**src/hw/rtl/ordered_list_engine_macros.svh**
```systemverilog
// Assertion macros shared by the ordered list engine RTL.
// Expects clk and rst_n in the scope of each use.
`ifndef ORDERED_LIST_ENGINE_MACROS_SVH
`define ORDERED_LIST_ENGINE_MACROS_SVH

// Same-cycle implication.
`define OLE_ASSERT_IMP(lbl, ante, cons, msg) \
  lbl: assert property (@(posedge clk) disable iff (!rst_n) (ante) |-> (cons)) else $error(msg);

// Next-cycle implication.
`define OLE_ASSERT_NXT(lbl, ante, cons, msg) \
  lbl: assert property (@(posedge clk) disable iff (!rst_n) (ante) |=> (cons)) else $error(msg);

`endif

```
**src/hw/rtl/olst_pkg.sv**
```systemverilog
// Package for the ordered list engine: item structs, codes, FSM states.
// No dependencies.
package olst_pkg;

  localparam int CAPACITY_DEF     = 64;
  localparam int HANDLE_WIDTH_DEF = 32;
  localparam int MAX_AW           = 12;
  localparam int MAX_HW           = 64;

  typedef enum logic [3:0] {
    FN_APPEND        = 4'd0,
    FN_INSERT_AT     = 4'd1,
    FN_REMOVE_AT     = 4'd2,
    FN_REMOVE_LAST   = 4'd3,
    FN_REPLACE_AT    = 4'd4,
    FN_INDEX_OF      = 4'd5,
    FN_ADD_IF_ABSENT = 4'd6,
    FN_REMOVE_VALUE  = 4'd7,
    FN_REPLACE_VALUE = 4'd8,
    FN_READ_AT       = 4'd9,
    FN_READ_LAST     = 4'd10,
    FN_CLEAR         = 4'd11,
    FN_REVERSE       = 4'd12
  } func_t;

  typedef enum logic [2:0] {
    ST_OK       = 3'd0,
    ST_ZERO     = 3'd1,
    ST_BADIDX   = 3'd2,
    ST_FULL     = 3'd3,
    ST_NOTFOUND = 3'd4,
    ST_PRESENT  = 3'd5
  } status_t;

  typedef enum logic [2:0] {
    S_IDLE, S_SRCH, S_SHUP, S_SHDN, S_RD, S_WR, S_REV, S_DONE
  } state_t;

  typedef struct packed {
    logic [3:0]  func;
    logic [7:0]  position;
    logic [31:0] handle;
    logic [31:0] new_handle;
  } in_item_t;

  typedef struct packed {
    logic [2:0]  status;
    logic [31:0] old_handle;
    logic [6:0]  found_index;
    logic [6:0]  length;
  } out_item_t;

  typedef struct packed {
    logic              we;
    logic [MAX_AW-1:0] waddr;
    logic [MAX_HW-1:0] wdata;
    logic              re;
    logic [MAX_AW-1:0] raddr;
  } mem_req_t;

endpackage

```
**src/hw/rtl/olst_mem.sv**
```systemverilog
// Slot store of the ordered list engine: one write port, one read port,
// registered read data. Depends on olst_pkg.
module olst_mem #(
  parameter int DEPTH = olst_pkg::CAPACITY_DEF,
  parameter int WIDTH = olst_pkg::HANDLE_WIDTH_DEF
) (
  input  logic                 clk,
  input  olst_pkg::mem_req_t   req,
  output logic [WIDTH-1:0]     rdata
);
  localparam int AW = $clog2(DEPTH);

  logic [WIDTH-1:0] slots_r [DEPTH];
  logic [WIDTH-1:0] rdata_r;

  always_ff @(posedge clk) begin
    if (req.we) begin
      slots_r[req.waddr[AW-1:0]] <= req.wdata[WIDTH-1:0];
    end
  end

  always_ff @(posedge clk) begin
    if (req.re) begin
      rdata_r <= slots_r[req.raddr[AW-1:0]];
    end
  end

  assign rdata = rdata_r;
endmodule

```
**src/hw/rtl/olst_ctrl.sv**
```systemverilog
// Sequencer of the ordered list engine: decodes an item, walks the slot
// store, holds count and result. Depends on olst_pkg and the macro header.
`include "ordered_list_engine_macros.svh"

module olst_ctrl #(
  parameter int CAPACITY     = olst_pkg::CAPACITY_DEF,
  parameter int HANDLE_WIDTH = olst_pkg::HANDLE_WIDTH_DEF
) (
  input  logic                    clk,
  input  logic                    rst_n,
  input  logic                    in_valid,
  output logic                    in_ready,
  input  olst_pkg::in_item_t      in_data,
  output logic                    out_valid,
  input  logic                    out_ready,
  output olst_pkg::out_item_t     out_data,
  output olst_pkg::mem_req_t      mem_req,
  input  logic [HANDLE_WIDTH-1:0] mem_rdata
);
  localparam int HW = HANDLE_WIDTH;
  localparam int AW = $clog2(CAPACITY);
  localparam int CW = $clog2(CAPACITY + 1);
  localparam int PW = (CW > 8) ? CW : 8;
  localparam logic [CW-1:0] CAP_CW = CW'(CAPACITY);
  localparam logic [CW-1:0] ONE_CW = CW'(1);

  olst_pkg::state_t  state_r, state_nxt;
  olst_pkg::status_t status_r, status_nxt;
  logic [CW-1:0] used_r, used_nxt;
  logic [CW-1:0] rp_r, rp_nxt;
  logic [CW-1:0] hi_r, hi_nxt;
  logic [CW-1:0] idx_r, idx_nxt;
  logic [1:0]    phase_r, phase_nxt;
  logic [3:0]    func_r, func_nxt;
  logic [HW-1:0] h_r, h_nxt;
  logic [HW-1:0] nh_r, nh_nxt;
  logic [HW-1:0] old_r, old_nxt;
  logic [HW-1:0] tmp_r, tmp_nxt;
  logic          out_valid_r, out_valid_nxt;
  olst_pkg::out_item_t out_data_r, out_data_nxt;

  logic [63:0]   h64, nh64, old64;
  logic [HW-1:0] h_in, nh_in;
  logic [PW-1:0] pos_ext, used_ext;
  logic [CW-1:0] pos_cw, rp_inc, used_dec, hi_dec;
  logic          pos_lt, full, more, hit, ins_shift, out_free;
  logic          we, re;
  logic [AW-1:0] wa, ra;
  logic [HW-1:0] wd;

  assign h64       = {32'd0, in_data.handle};
  assign nh64      = {32'd0, in_data.new_handle};
  assign h_in      = h64[HW-1:0];
  assign nh_in     = nh64[HW-1:0];
  assign pos_ext   = PW'(in_data.position);
  assign used_ext  = PW'(used_r);
  assign pos_lt    = pos_ext < used_ext;
  assign pos_cw    = CW'(in_data.position);
  assign full      = used_r == CAP_CW;
  assign rp_inc    = rp_r + ONE_CW;
  assign used_dec  = used_r - ONE_CW;
  assign hi_dec    = hi_r - ONE_CW;
  assign more      = rp_inc < used_r;
  assign hit       = (rp_r < used_r) && (mem_rdata == h_r);
  assign ins_shift = (in_data.func == olst_pkg::FN_INSERT_AT) && pos_lt;
  assign out_free  = !out_valid_r || out_ready;
  assign in_ready  = state_r == olst_pkg::S_IDLE;

  // Next state.
  always_comb begin
    state_nxt = state_r;
    unique case (state_r)
      olst_pkg::S_IDLE: begin
        if (in_valid) begin
          unique case (in_data.func)
            olst_pkg::FN_APPEND, olst_pkg::FN_INSERT_AT: begin
              if (h_in == '0 || full) state_nxt = olst_pkg::S_DONE;
              else if (ins_shift)     state_nxt = olst_pkg::S_SHUP;
              else                    state_nxt = olst_pkg::S_WR;
            end
            olst_pkg::FN_ADD_IF_ABSENT, olst_pkg::FN_INDEX_OF,
            olst_pkg::FN_REMOVE_VALUE, olst_pkg::FN_REPLACE_VALUE:
              state_nxt = (h_in == '0) ? olst_pkg::S_DONE : olst_pkg::S_SRCH;
            olst_pkg::FN_REMOVE_AT:
              state_nxt = pos_lt ? olst_pkg::S_SHDN : olst_pkg::S_DONE;
            olst_pkg::FN_REMOVE_LAST, olst_pkg::FN_READ_LAST:
              state_nxt = (used_r != '0) ? olst_pkg::S_RD : olst_pkg::S_DONE;
            olst_pkg::FN_REPLACE_AT:
              state_nxt = (h_in != '0 && pos_lt) ? olst_pkg::S_RD : olst_pkg::S_DONE;
            olst_pkg::FN_READ_AT:
              state_nxt = pos_lt ? olst_pkg::S_RD : olst_pkg::S_DONE;
            olst_pkg::FN_REVERSE:
              state_nxt = (used_r > ONE_CW) ? olst_pkg::S_REV : olst_pkg::S_DONE;
            default: state_nxt = olst_pkg::S_DONE;
          endcase
        end
      end
      olst_pkg::S_SRCH: begin
        if (hit) begin
          state_nxt = (func_r == olst_pkg::FN_REMOVE_VALUE) ? olst_pkg::S_SHDN
                                                             : olst_pkg::S_DONE;
        end else if (!more) begin
          state_nxt = (func_r == olst_pkg::FN_ADD_IF_ABSENT && !full) ? olst_pkg::S_WR
                                                                       : olst_pkg::S_DONE;
        end
      end
      olst_pkg::S_SHUP: if (rp_r <= idx_r) state_nxt = olst_pkg::S_WR;
      olst_pkg::S_SHDN: if (!more) state_nxt = olst_pkg::S_DONE;
      olst_pkg::S_RD:   state_nxt = olst_pkg::S_DONE;
      olst_pkg::S_WR:   state_nxt = olst_pkg::S_DONE;
      olst_pkg::S_REV: begin
        if (phase_r == 2'd3 && !(rp_inc < hi_dec)) state_nxt = olst_pkg::S_DONE;
      end
      olst_pkg::S_DONE: if (out_free) state_nxt = olst_pkg::S_IDLE;
      default: state_nxt = olst_pkg::S_IDLE;
    endcase
  end

  // Datapath and store requests.
  always_comb begin
    status_nxt    = status_r;
    used_nxt      = used_r;
    rp_nxt        = rp_r;
    hi_nxt        = hi_r;
    idx_nxt       = idx_r;
    phase_nxt     = phase_r;
    func_nxt      = func_r;
    h_nxt         = h_r;
    nh_nxt        = nh_r;
    old_nxt       = old_r;
    tmp_nxt       = tmp_r;
    out_valid_nxt = out_valid_r && !out_ready;
    out_data_nxt  = out_data_r;
    we = 1'b0;
    re = 1'b0;
    wa = '0;
    ra = '0;
    wd = h_r;
    unique case (state_r)
      olst_pkg::S_IDLE: begin
        if (in_valid) begin
          func_nxt   = in_data.func;
          h_nxt      = h_in;
          nh_nxt     = nh_in;
          status_nxt = olst_pkg::ST_OK;
          old_nxt    = '0;
          idx_nxt    = CAP_CW;
          unique case (in_data.func)
            olst_pkg::FN_APPEND, olst_pkg::FN_INSERT_AT: begin
              if (h_in == '0) status_nxt = olst_pkg::ST_ZERO;
              else if (full)  status_nxt = olst_pkg::ST_FULL;
              else if (ins_shift) begin
                idx_nxt = pos_cw;
                re      = 1'b1;
                ra      = used_dec[AW-1:0];
                rp_nxt  = used_dec;
              end else begin
                idx_nxt = used_r;
              end
            end
            olst_pkg::FN_ADD_IF_ABSENT, olst_pkg::FN_INDEX_OF,
            olst_pkg::FN_REMOVE_VALUE, olst_pkg::FN_REPLACE_VALUE: begin
              if (h_in == '0) status_nxt = olst_pkg::ST_ZERO;
              else begin
                re     = 1'b1;
                rp_nxt = '0;
              end
            end
            olst_pkg::FN_REMOVE_AT, olst_pkg::FN_READ_AT: begin
              if (!pos_lt) status_nxt = olst_pkg::ST_BADIDX;
              else begin
                idx_nxt = pos_cw;
                re      = 1'b1;
                ra      = pos_cw[AW-1:0];
                rp_nxt  = pos_cw;
              end
            end
            olst_pkg::FN_REMOVE_LAST, olst_pkg::FN_READ_LAST: begin
              if (used_r == '0) status_nxt = olst_pkg::ST_BADIDX;
              else begin
                idx_nxt = used_dec;
                re      = 1'b1;
                ra      = used_dec[AW-1:0];
                if (in_data.func == olst_pkg::FN_REMOVE_LAST) used_nxt = used_dec;
              end
            end
            olst_pkg::FN_REPLACE_AT: begin
              if (h_in == '0)   status_nxt = olst_pkg::ST_ZERO;
              else if (!pos_lt) status_nxt = olst_pkg::ST_BADIDX;
              else begin
                idx_nxt = pos_cw;
                re      = 1'b1;
                ra      = pos_cw[AW-1:0];
              end
            end
            olst_pkg::FN_CLEAR: used_nxt = '0;
            olst_pkg::FN_REVERSE: begin
              rp_nxt    = '0;
              hi_nxt    = used_dec;
              phase_nxt = 2'd0;
            end
            default: ;
          endcase
        end
      end
      olst_pkg::S_SRCH: begin
        if (hit) begin
          idx_nxt = rp_r;
          case (func_r)
            olst_pkg::FN_ADD_IF_ABSENT: status_nxt = olst_pkg::ST_PRESENT;
            olst_pkg::FN_REMOVE_VALUE: begin
              re = 1'b1;
              ra = rp_r[AW-1:0];
            end
            olst_pkg::FN_REPLACE_VALUE: begin
              if (nh_r == '0) begin
                status_nxt = olst_pkg::ST_ZERO;
                idx_nxt    = CAP_CW;
              end else begin
                old_nxt = h_r;
                we      = 1'b1;
                wa      = rp_r[AW-1:0];
                wd      = nh_r;
              end
            end
            default: ;
          endcase
        end else if (more) begin
          re     = 1'b1;
          ra     = rp_inc[AW-1:0];
          rp_nxt = rp_inc;
        end else if (func_r == olst_pkg::FN_ADD_IF_ABSENT) begin
          if (full) status_nxt = olst_pkg::ST_FULL;
          else      idx_nxt    = used_r;
        end else begin
          status_nxt = olst_pkg::ST_NOTFOUND;
        end
      end
      olst_pkg::S_SHUP: begin
        // move one element up, then fetch the one below it
        we = 1'b1;
        wa = rp_inc[AW-1:0];
        wd = mem_rdata;
        if (rp_r > idx_r) begin
          re     = 1'b1;
          ra     = rp_r[AW-1:0] - 1'b1;
          rp_nxt = rp_r - ONE_CW;
        end
      end
      olst_pkg::S_SHDN: begin
        if (rp_r == idx_r) old_nxt = mem_rdata;
        else begin
          we = 1'b1;
          wa = rp_r[AW-1:0] - 1'b1;
          wd = mem_rdata;
        end
        if (more) begin
          re     = 1'b1;
          ra     = rp_inc[AW-1:0];
          rp_nxt = rp_inc;
        end else begin
          used_nxt = used_dec;
        end
      end
      olst_pkg::S_RD: begin
        old_nxt = mem_rdata;
        if (func_r == olst_pkg::FN_REPLACE_AT) begin
          we = 1'b1;
          wa = idx_r[AW-1:0];
          wd = h_r;
        end
      end
      olst_pkg::S_WR: begin
        we       = 1'b1;
        wa       = idx_r[AW-1:0];
        wd       = h_r;
        used_nxt = used_r + ONE_CW;
      end
      olst_pkg::S_REV: begin
        phase_nxt = phase_r + 2'd1;
        case (phase_r)
          2'd0: begin
            re = 1'b1;
            ra = rp_r[AW-1:0];
          end
          2'd1: begin
            tmp_nxt = mem_rdata;
            re      = 1'b1;
            ra      = hi_r[AW-1:0];
          end
          2'd2: begin
            we = 1'b1;
            wa = rp_r[AW-1:0];
            wd = mem_rdata;
          end
          default: begin
            we     = 1'b1;
            wa     = hi_r[AW-1:0];
            wd     = tmp_r;
            rp_nxt = rp_inc;
            hi_nxt = hi_dec;
          end
        endcase
      end
      olst_pkg::S_DONE: begin
        if (out_free) begin
          out_valid_nxt            = 1'b1;
          out_data_nxt.status      = status_r;
          out_data_nxt.old_handle  = old64[31:0];
          out_data_nxt.found_index = 7'(idx_r);
          out_data_nxt.length      = 7'(used_r);
        end
      end
      default: ;
    endcase
  end

  assign old64 = 64'(old_r);

  assign mem_req = '{we:    we,
                     waddr: olst_pkg::MAX_AW'(wa),
                     wdata: olst_pkg::MAX_HW'(wd),
                     re:    re,
                     raddr: olst_pkg::MAX_AW'(ra)};

  always_ff @(posedge clk) begin
    if (!rst_n) begin
      state_r     <= olst_pkg::S_IDLE;
      used_r      <= '0;
      out_valid_r <= 1'b0;
      phase_r     <= 2'd0;
    end else begin
      state_r     <= state_nxt;
      used_r      <= used_nxt;
      out_valid_r <= out_valid_nxt;
      phase_r     <= phase_nxt;
    end
  end

  always_ff @(posedge clk) begin
    status_r   <= status_nxt;
    rp_r       <= rp_nxt;
    hi_r       <= hi_nxt;
    idx_r      <= idx_nxt;
    func_r     <= func_nxt;
    h_r        <= h_nxt;
    nh_r       <= nh_nxt;
    old_r      <= old_nxt;
    tmp_r      <= tmp_nxt;
    out_data_r <= out_data_nxt;
  end

  assign out_valid = out_valid_r;
  assign out_data  = out_data_r;

  `OLE_ASSERT_IMP(a_used_cap, 1'b1, used_r <= CAP_CW, "count above capacity")
  `OLE_ASSERT_IMP(a_shdn_range, state_r == olst_pkg::S_SHDN, rp_r < used_r, "shift past end")
  `OLE_ASSERT_NXT(a_wr_grow, state_r == olst_pkg::S_WR, used_r == $past(used_r) + ONE_CW, "write did not grow count")
  `OLE_ASSERT_NXT(a_done_out, state_r == olst_pkg::S_DONE && out_free, out_valid, "result not presented")
endmodule

```
**src/hw/rtl/ordered_list_engine.sv**
```systemverilog
// Top level of the ordered list engine: sequencer plus slot store.
// Depends on olst_pkg, olst_ctrl and olst_mem.
//
//  channel  | handshake            | payload
//  ---------+----------------------+-------------------------------------------
//  input    | in_valid / in_ready  | in_data  (func, position, handle, new_handle)
//  result   | out_valid/out_ready  | out_data (status, old_handle, found_index, length)
//
// One item at a time; in_ready is high only while the sequencer is idle.
// Search, insert and remove walk the list one slot at a time through the single
// read port; reverse makes two reads and two writes per pair.
// Reset (synchronous, rst_n low) empties the list; slot contents stay stale.
// The result register frees the input side: the next item is taken while a
// result still waits on out_ready.
module ordered_list_engine #(
  parameter int CAPACITY     = olst_pkg::CAPACITY_DEF,
  parameter int HANDLE_WIDTH = olst_pkg::HANDLE_WIDTH_DEF
) (
  input  logic                clk,
  input  logic                rst_n,
  input  logic                in_valid,
  output logic                in_ready,
  input  olst_pkg::in_item_t  in_data,
  output logic                out_valid,
  input  logic                out_ready,
  output olst_pkg::out_item_t out_data
);
  // store request from the sequencer, read data back in the next cycle
  olst_pkg::mem_req_t      mem_req;
  logic [HANDLE_WIDTH-1:0] mem_rdata;

  olst_ctrl #(
    .CAPACITY     (CAPACITY),
    .HANDLE_WIDTH (HANDLE_WIDTH)
  ) u_ctrl (
    .clk       (clk),
    .rst_n     (rst_n),
    .in_valid  (in_valid),
    .in_ready  (in_ready),
    .in_data   (in_data),
    .out_valid (out_valid),
    .out_ready (out_ready),
    .out_data  (out_data),
    .mem_req   (mem_req),
    .mem_rdata (mem_rdata)
  );

  // slots hold the list elements in order at indices 0..length-1
  olst_mem #(
    .DEPTH (CAPACITY),
    .WIDTH (HANDLE_WIDTH)
  ) u_mem (
    .clk   (clk),
    .req   (mem_req),
    .rdata (mem_rdata)
  );
endmodule
```
**config.mk**
```make
export PLATFORM = sky130hd
export DESIGN_NAME = ordered_list_engine
export DESIGN_NICKNAME = d
export VERILOG_FILES = /design/src/hw/rtl/olst_pkg.sv /design/src/hw/rtl/olst_mem.sv /design/src/hw/rtl/olst_ctrl.sv /design/src/hw/rtl/ordered_list_engine.sv
export VERILOG_INCLUDE_DIRS = /design/src /design/src/hw/rtl
export SDC_FILE = /design/constraint.sdc
export NUM_CORES = 2
export LEC_CHECK = 0
export BUFFER_PORTS_ARGS = -buffer_cell sky130_fd_sc_hd__buf_4
export CAP_MARGIN = 20
export CORE_AREA = 2 2 432 434
export DETAILED_ROUTE_END_ITERATION = 16
export DIE_AREA = 0 0 434 436
export HOLD_SLACK_MARGIN = 0.08
export PLACE_DENSITY = 0.65
export SYNTH_ARGS = -nofsm -noshare
export SYNTH_HDL_FRONTEND = slang
export SYNTH_HIERARCHICAL = 1
export SYNTH_SLANG_ARGS = --single-unit
```
**constraint.sdc**
```tcl
create_clock -name clk -period 6.1 [get_ports clk]
set_clock_uncertainty 0.2 [all_clocks]
set_input_delay 0.61 -clock clk [delete_from_list [all_inputs] [get_ports clk]]
set_output_delay 0.61 -clock clk [all_outputs]
set_load 0.02 [all_outputs]
```
# ---- Word level (Yosys, flattened, before mapping)
# Memory sizes are Yosys's and may differ from the RTL's. A register that Yosys moved wholly into a read port is not among the register bits.
# Index checks and enable logic that the tools add are counted.
dict set report totals {
  out_inout_bits 51
  ramBits 2048
  memories 1
  ff_bits 218
  input_bits 80
  elab_cells 266
}
dict set report op_classes {
  muxes 133
  addsub 7
  n_eq_ne 57
  n_reduce_logical 44
  order_cmp 7
}
# memory depth word_bits rd rd_ports_with_merged_regs write_ports line
set mem_list {}
lappend mem_list {u_mem.slots_r 64 32 1 1 1 olst_mem.sv:13} ;# logic [WIDTH-1:0] slots_r [DEPTH];
# operator count
set op_table {}
lappend op_table {{32-bit two-way mux} 9}
lappend op_table {{32-bit one-hot mux with 4 select lines} 2}
lappend op_table {{7-bit two-way mux} 30}
lappend op_table {{6-bit two-way mux} 16}
lappend op_table {{32-bit logical NOT} 2}
lappend op_table {{32-bit one-hot mux with 2 select lines} 1}
lappend op_table {{3-bit two-way mux} 20}
lappend op_table {{7-bit one-hot mux with 4 select lines} 2}
lappend op_table {{3-bit one-hot mux with 7 select lines} 2}
lappend op_table {{7-bit one-hot mux with 2 select lines} 3}
lappend op_table {{6-bit one-hot mux with 6 select lines} 1}
lappend op_table {{7-bit one-hot mux with 5 select lines} 1}
lappend op_table {{32-bit == test} 1}
lappend op_table {{32-bit nonzero test} 1}
lappend op_table {{6-bit one-hot mux with 5 select lines} 1}
lappend op_table {{4-bit by 3-bit == test with 1-bit output (second input constant)} 7}
lappend op_table {{1-bit two-way mux} 25}
lappend op_table {{4-bit == test (second input constant)} 6}
lappend op_table {{6-bit one-hot mux with 2 select lines} 2}
lappend op_table {{6-bit one-hot mux with 4 select lines} 1}
lappend op_table {{6-bit AND reduction} 4}
lappend op_table {{7-bit < comparator} 3}
lappend op_table {{7-bit one-hot mux with 3 select lines} 1}
lappend op_table {{7-bit by 1-bit subtractor with 7-bit output (second input constant)} 3}
lappend op_table {{other kinds (49)} 104}

# ---- Logic depth before layout (Yosys ltp)
dict set report logic_depth {
  depth_word 8
  mapped_depth 24
  depth_no_buf 18
}

# ---- By module
# Netlist, hierarchy kept.
# module instances area_per_inst_um2 cells_per_inst
set by_module_without_submodules {}
lappend by_module_without_submodules {olst_mem 1 79359.9 3511}
lappend by_module_without_submodules {olst_ctrl 1 12639.6 1147}

# ---- Worst setup path after synthesis
# OpenSTA, ideal clock, no wires.
dict set report synth_path {
  path_kind {register to register}
  from {register u_ctrl.used_r[3]}
  to {memory u_mem/slots_r[28][0] (netlist bit) (enable)}
  required_ns 5.479
  t_arrival_ns 4.932
  setup_slack_ns 0.547
  stages_incl_launch_ff 17
  period_less_slack_ns 5.553
  cell_sequence {dfxtp_1 clkbuf_1 inv_1 ha_1 nand2_1 nor2_1 a2111oi_4 nand4_4 nor3_4 buf_4 o21ai_0 o211ai_1 clkbuf_1 or3b_2 or2_2 clkbuf_1 nor2_1}
}
# item line
set synth_lines {}
lappend synth_lines {{start, declared} olst_ctrl.sv:29} ;# logic [CW-1:0] used_r, used_nxt;
lappend synth_lines {{start signal, assigned} olst_ctrl.sv:334} ;# used_r <= used_nxt;
lappend synth_lines {{end, declared} olst_mem.sv:13}

==> flow_metrics.env <==
export IMPL_outcome="finished, final reports clean"
export IMPL_final_antenna_net_count=0
export IMPL_crit_path_end_kind="flip-flop"
export IMPL_crit_type="reg2reg"
export IMPL_required_ns=6.51
export IMPL_slew_headroom_pct=24.6
export IMPL_pre_cts_slack_ns=0.0228
export IMPL_ff2ff_path_depth=17
export IMPL_layout_commonest_cell="edfxtp_1"
export IMPL_cts_root_buf="clkbuf_16"
export IMPL_syn_to_final_growth_pct=16.0
export IMPL_cts_tree="done"
export IMPL_routed_wl_um=251000
export IMPL_drcViolationCount=0
export IMPL_path_max_fanout=16
export IMPL_clock_latency_ns=0.86
export IMPL_maxCapViolCount=0
export IMPL_antenna_found_initial=13
export IMPL_drt_first_pass_iters=6
export IMPL_max_freq_ghz=0.167
export IMPL_cts_max_level=4
export IMPL_post_route_util_pct=57.6
export IMPL_wl_per_cell_um=32.3
export IMPL_worst_pin_slew_ns=1.13
export IMPL_gp_congestion=0.897
export IMPL_groute_usage_overall_pct=26.4
export IMPL_die_y_um=436
export IMPL_yosysWarnings=6
export IMPL_holdPathStages=3
export IMPL_via_count=49782
export IMPL_fin_crit_sh_pct=97.9
export IMPL_core_um2=185000
export IMPL_mostFrequentLayoutCells="2,285 x edfxtp_1, 446 x mux4_2, 374 x buf_4"
export IMPL_worstHoldStart="in_data[64]"
export IMPL_drt_initial_drc_count=6872
export IMPL_grt_ovfl_total=0
export IMPL_rsz0062_at_grt="no"
export IMPL_syn_num_nets=4735
export IMPL_startpoint="u_ctrl/rp_r[2]"
export IMPL_irDropWorstVdd_mv=0.396
export IMPL_cp_cell_sequence="buf_4 -> ha_1 -> nand2_1 -> o21ai_0 -> a2111oi_4 -> and4_1 -> and3_1 -> a21oi_1 -> o221ai_4 -> buf_12 -> buf_12 -> or2_1 -> buf_4 -> o22ai_1 -> o211ai_1 -> a311o_1 -> a21oi_2"
export IMPL_initial_core_util_pct=49.6
export IMPL_dpl_hpwl_um=152000
export IMPL_die_area_um2=189000
export IMPL_hold_viol_final=0
export IMPL_grt_pass1_vias=48766
export IMPL_clk_pin_slew_ns=0.06
export IMPL_power_density_nw_per_um2=586
export IMPL_io_buffers=130
export IMPL_clk_path_buf_depth=3
export IMPL_slew_viol_final=0
export IMPL_startpoint_type="flip-flop"
export IMPL_syn_avg_cell_area_um2=19.9
export IMPL_setup_slack_ns=0.125
export IMPL_crit_arrival_ns=6.38
export IMPL_grt_pass1_wl_um=356000
export IMPL_crit_slowest_cell="o21ai_0"
export IMPL_r2r_start="u_ctrl/rp_r[2]"
export IMPL_rows=158
export IMPL_period_needed_ns=5.97
export IMPL_slowest_delay_ns=0.63
export IMPL_clock_sinks=2298
export IMPL_viasPerCell=6.41
export IMPL_grt_max_degree=65
export IMPL_cts_inserted_buffers=223
export IMPL_power_total_uw=62400
export IMPL_die_w_um=434
export IMPL_postCtsSetupRepairBufs=0
export IMPL_hold_class="in2reg"
export IMPL_leakagePower_uw=0.0336
export IMPL_synth_area_um2=91700
export IMPL_synthCells=4613
export IMPL_setup_viol=0
export IMPL_ios=131
export IMPL_finalNetCount=5213
export IMPL_drive_gt1_share_pct=26.0
## flip-flops by register name, indices dropped and copies added (netlist names)
register          count
u_ctrl/used_r         7
u_ctrl/nh_r          32
u_ctrl/func_r         4
u_ctrl/status_r       3
u_ctrl/tmp_r         32
u_mem/rdata          32
u_mem/slots_r      2048
u_ctrl/out_valid      1
u_ctrl/old_r         32
u_ctrl/out_data      49
u_ctrl/phase_r        2
u_ctrl/idx_r          7
u_ctrl/rp_r           7
u_ctrl/h_r           32
u_ctrl/hi_r           7
u_ctrl/state_r        3
## critical path: cells and delay by family (launching register included)
kind / cells / cell delay (ns)
adders and majority gates: 1 / 0.31
and+or+nand+nor: 4 / 1.01
DFF: 1 / 0.47
buffers and inverters: 4 / 0.92
AOI/OAI and AO/OA: 8 / 2.77
## routing by layer
layer	part of all wire, %	track usage (%)	vias up
met1	40	37.5	26240
met3	8.9	4.09	402
met4	3.5	8.79	8
met2	48	42.2	2703
met5	0.023	0	-
li1	-	-	20429
## power breakdown
| part | leakage, uW | internal [uW] | switching (uW) |
|---|---|---|---|
| registers | 0.0208 | 22000 | 752 |
| logic | 0.00927 | 9410 | 16700 |
| clock network | 0.00353 | 7720 | 5830 |
| total | 0.0336 | 39100 | 23200 |
## final cells by class
class / count / area [um^2]
multi-input cells: 2001 / 21900
repair buffers: 526 / 5130
flip-flops and latches: 2298 / 68900
clock buffers: 266 / 5860
well taps: 2480 / 3100
inverters: 41 / 154
diodes: 3 / 7.51
fillers: 13447 / 78300
clock inverters: 153 / 1360
## worst paths after layout
kind | to | slack [ns]
max | u_mem/rdata[26] | 0.13
min | u_ctrl/idx_r[0] | 0.17
max reg2reg | u_mem/rdata[26] | 0.13
min reg2reg | u_ctrl/out_data[42] | 0.22
## timing repair
item                                    CTS  global route
hold buffers                             73             0
endpoints found under the hold margin    79             0
endpoints found under the setup margin    1             1
gates cloned                              0             0
gates resized for setup                   1             1
## per-stage QoR
step                TNS, ns  cells  hold slack (ns)  instance area, um^2
CTS                       0   7761           0.0803               106000
global placement    -0.0515   7268            0.204                98300
global route              0   7766            0.112               106000
floorplan                 0   4613            0.200                91700
detailed placement        0   7269            0.205                98300
finish                    0   7768            0.170               106000
No activity file was read; power rests on OpenSTA's default activity.
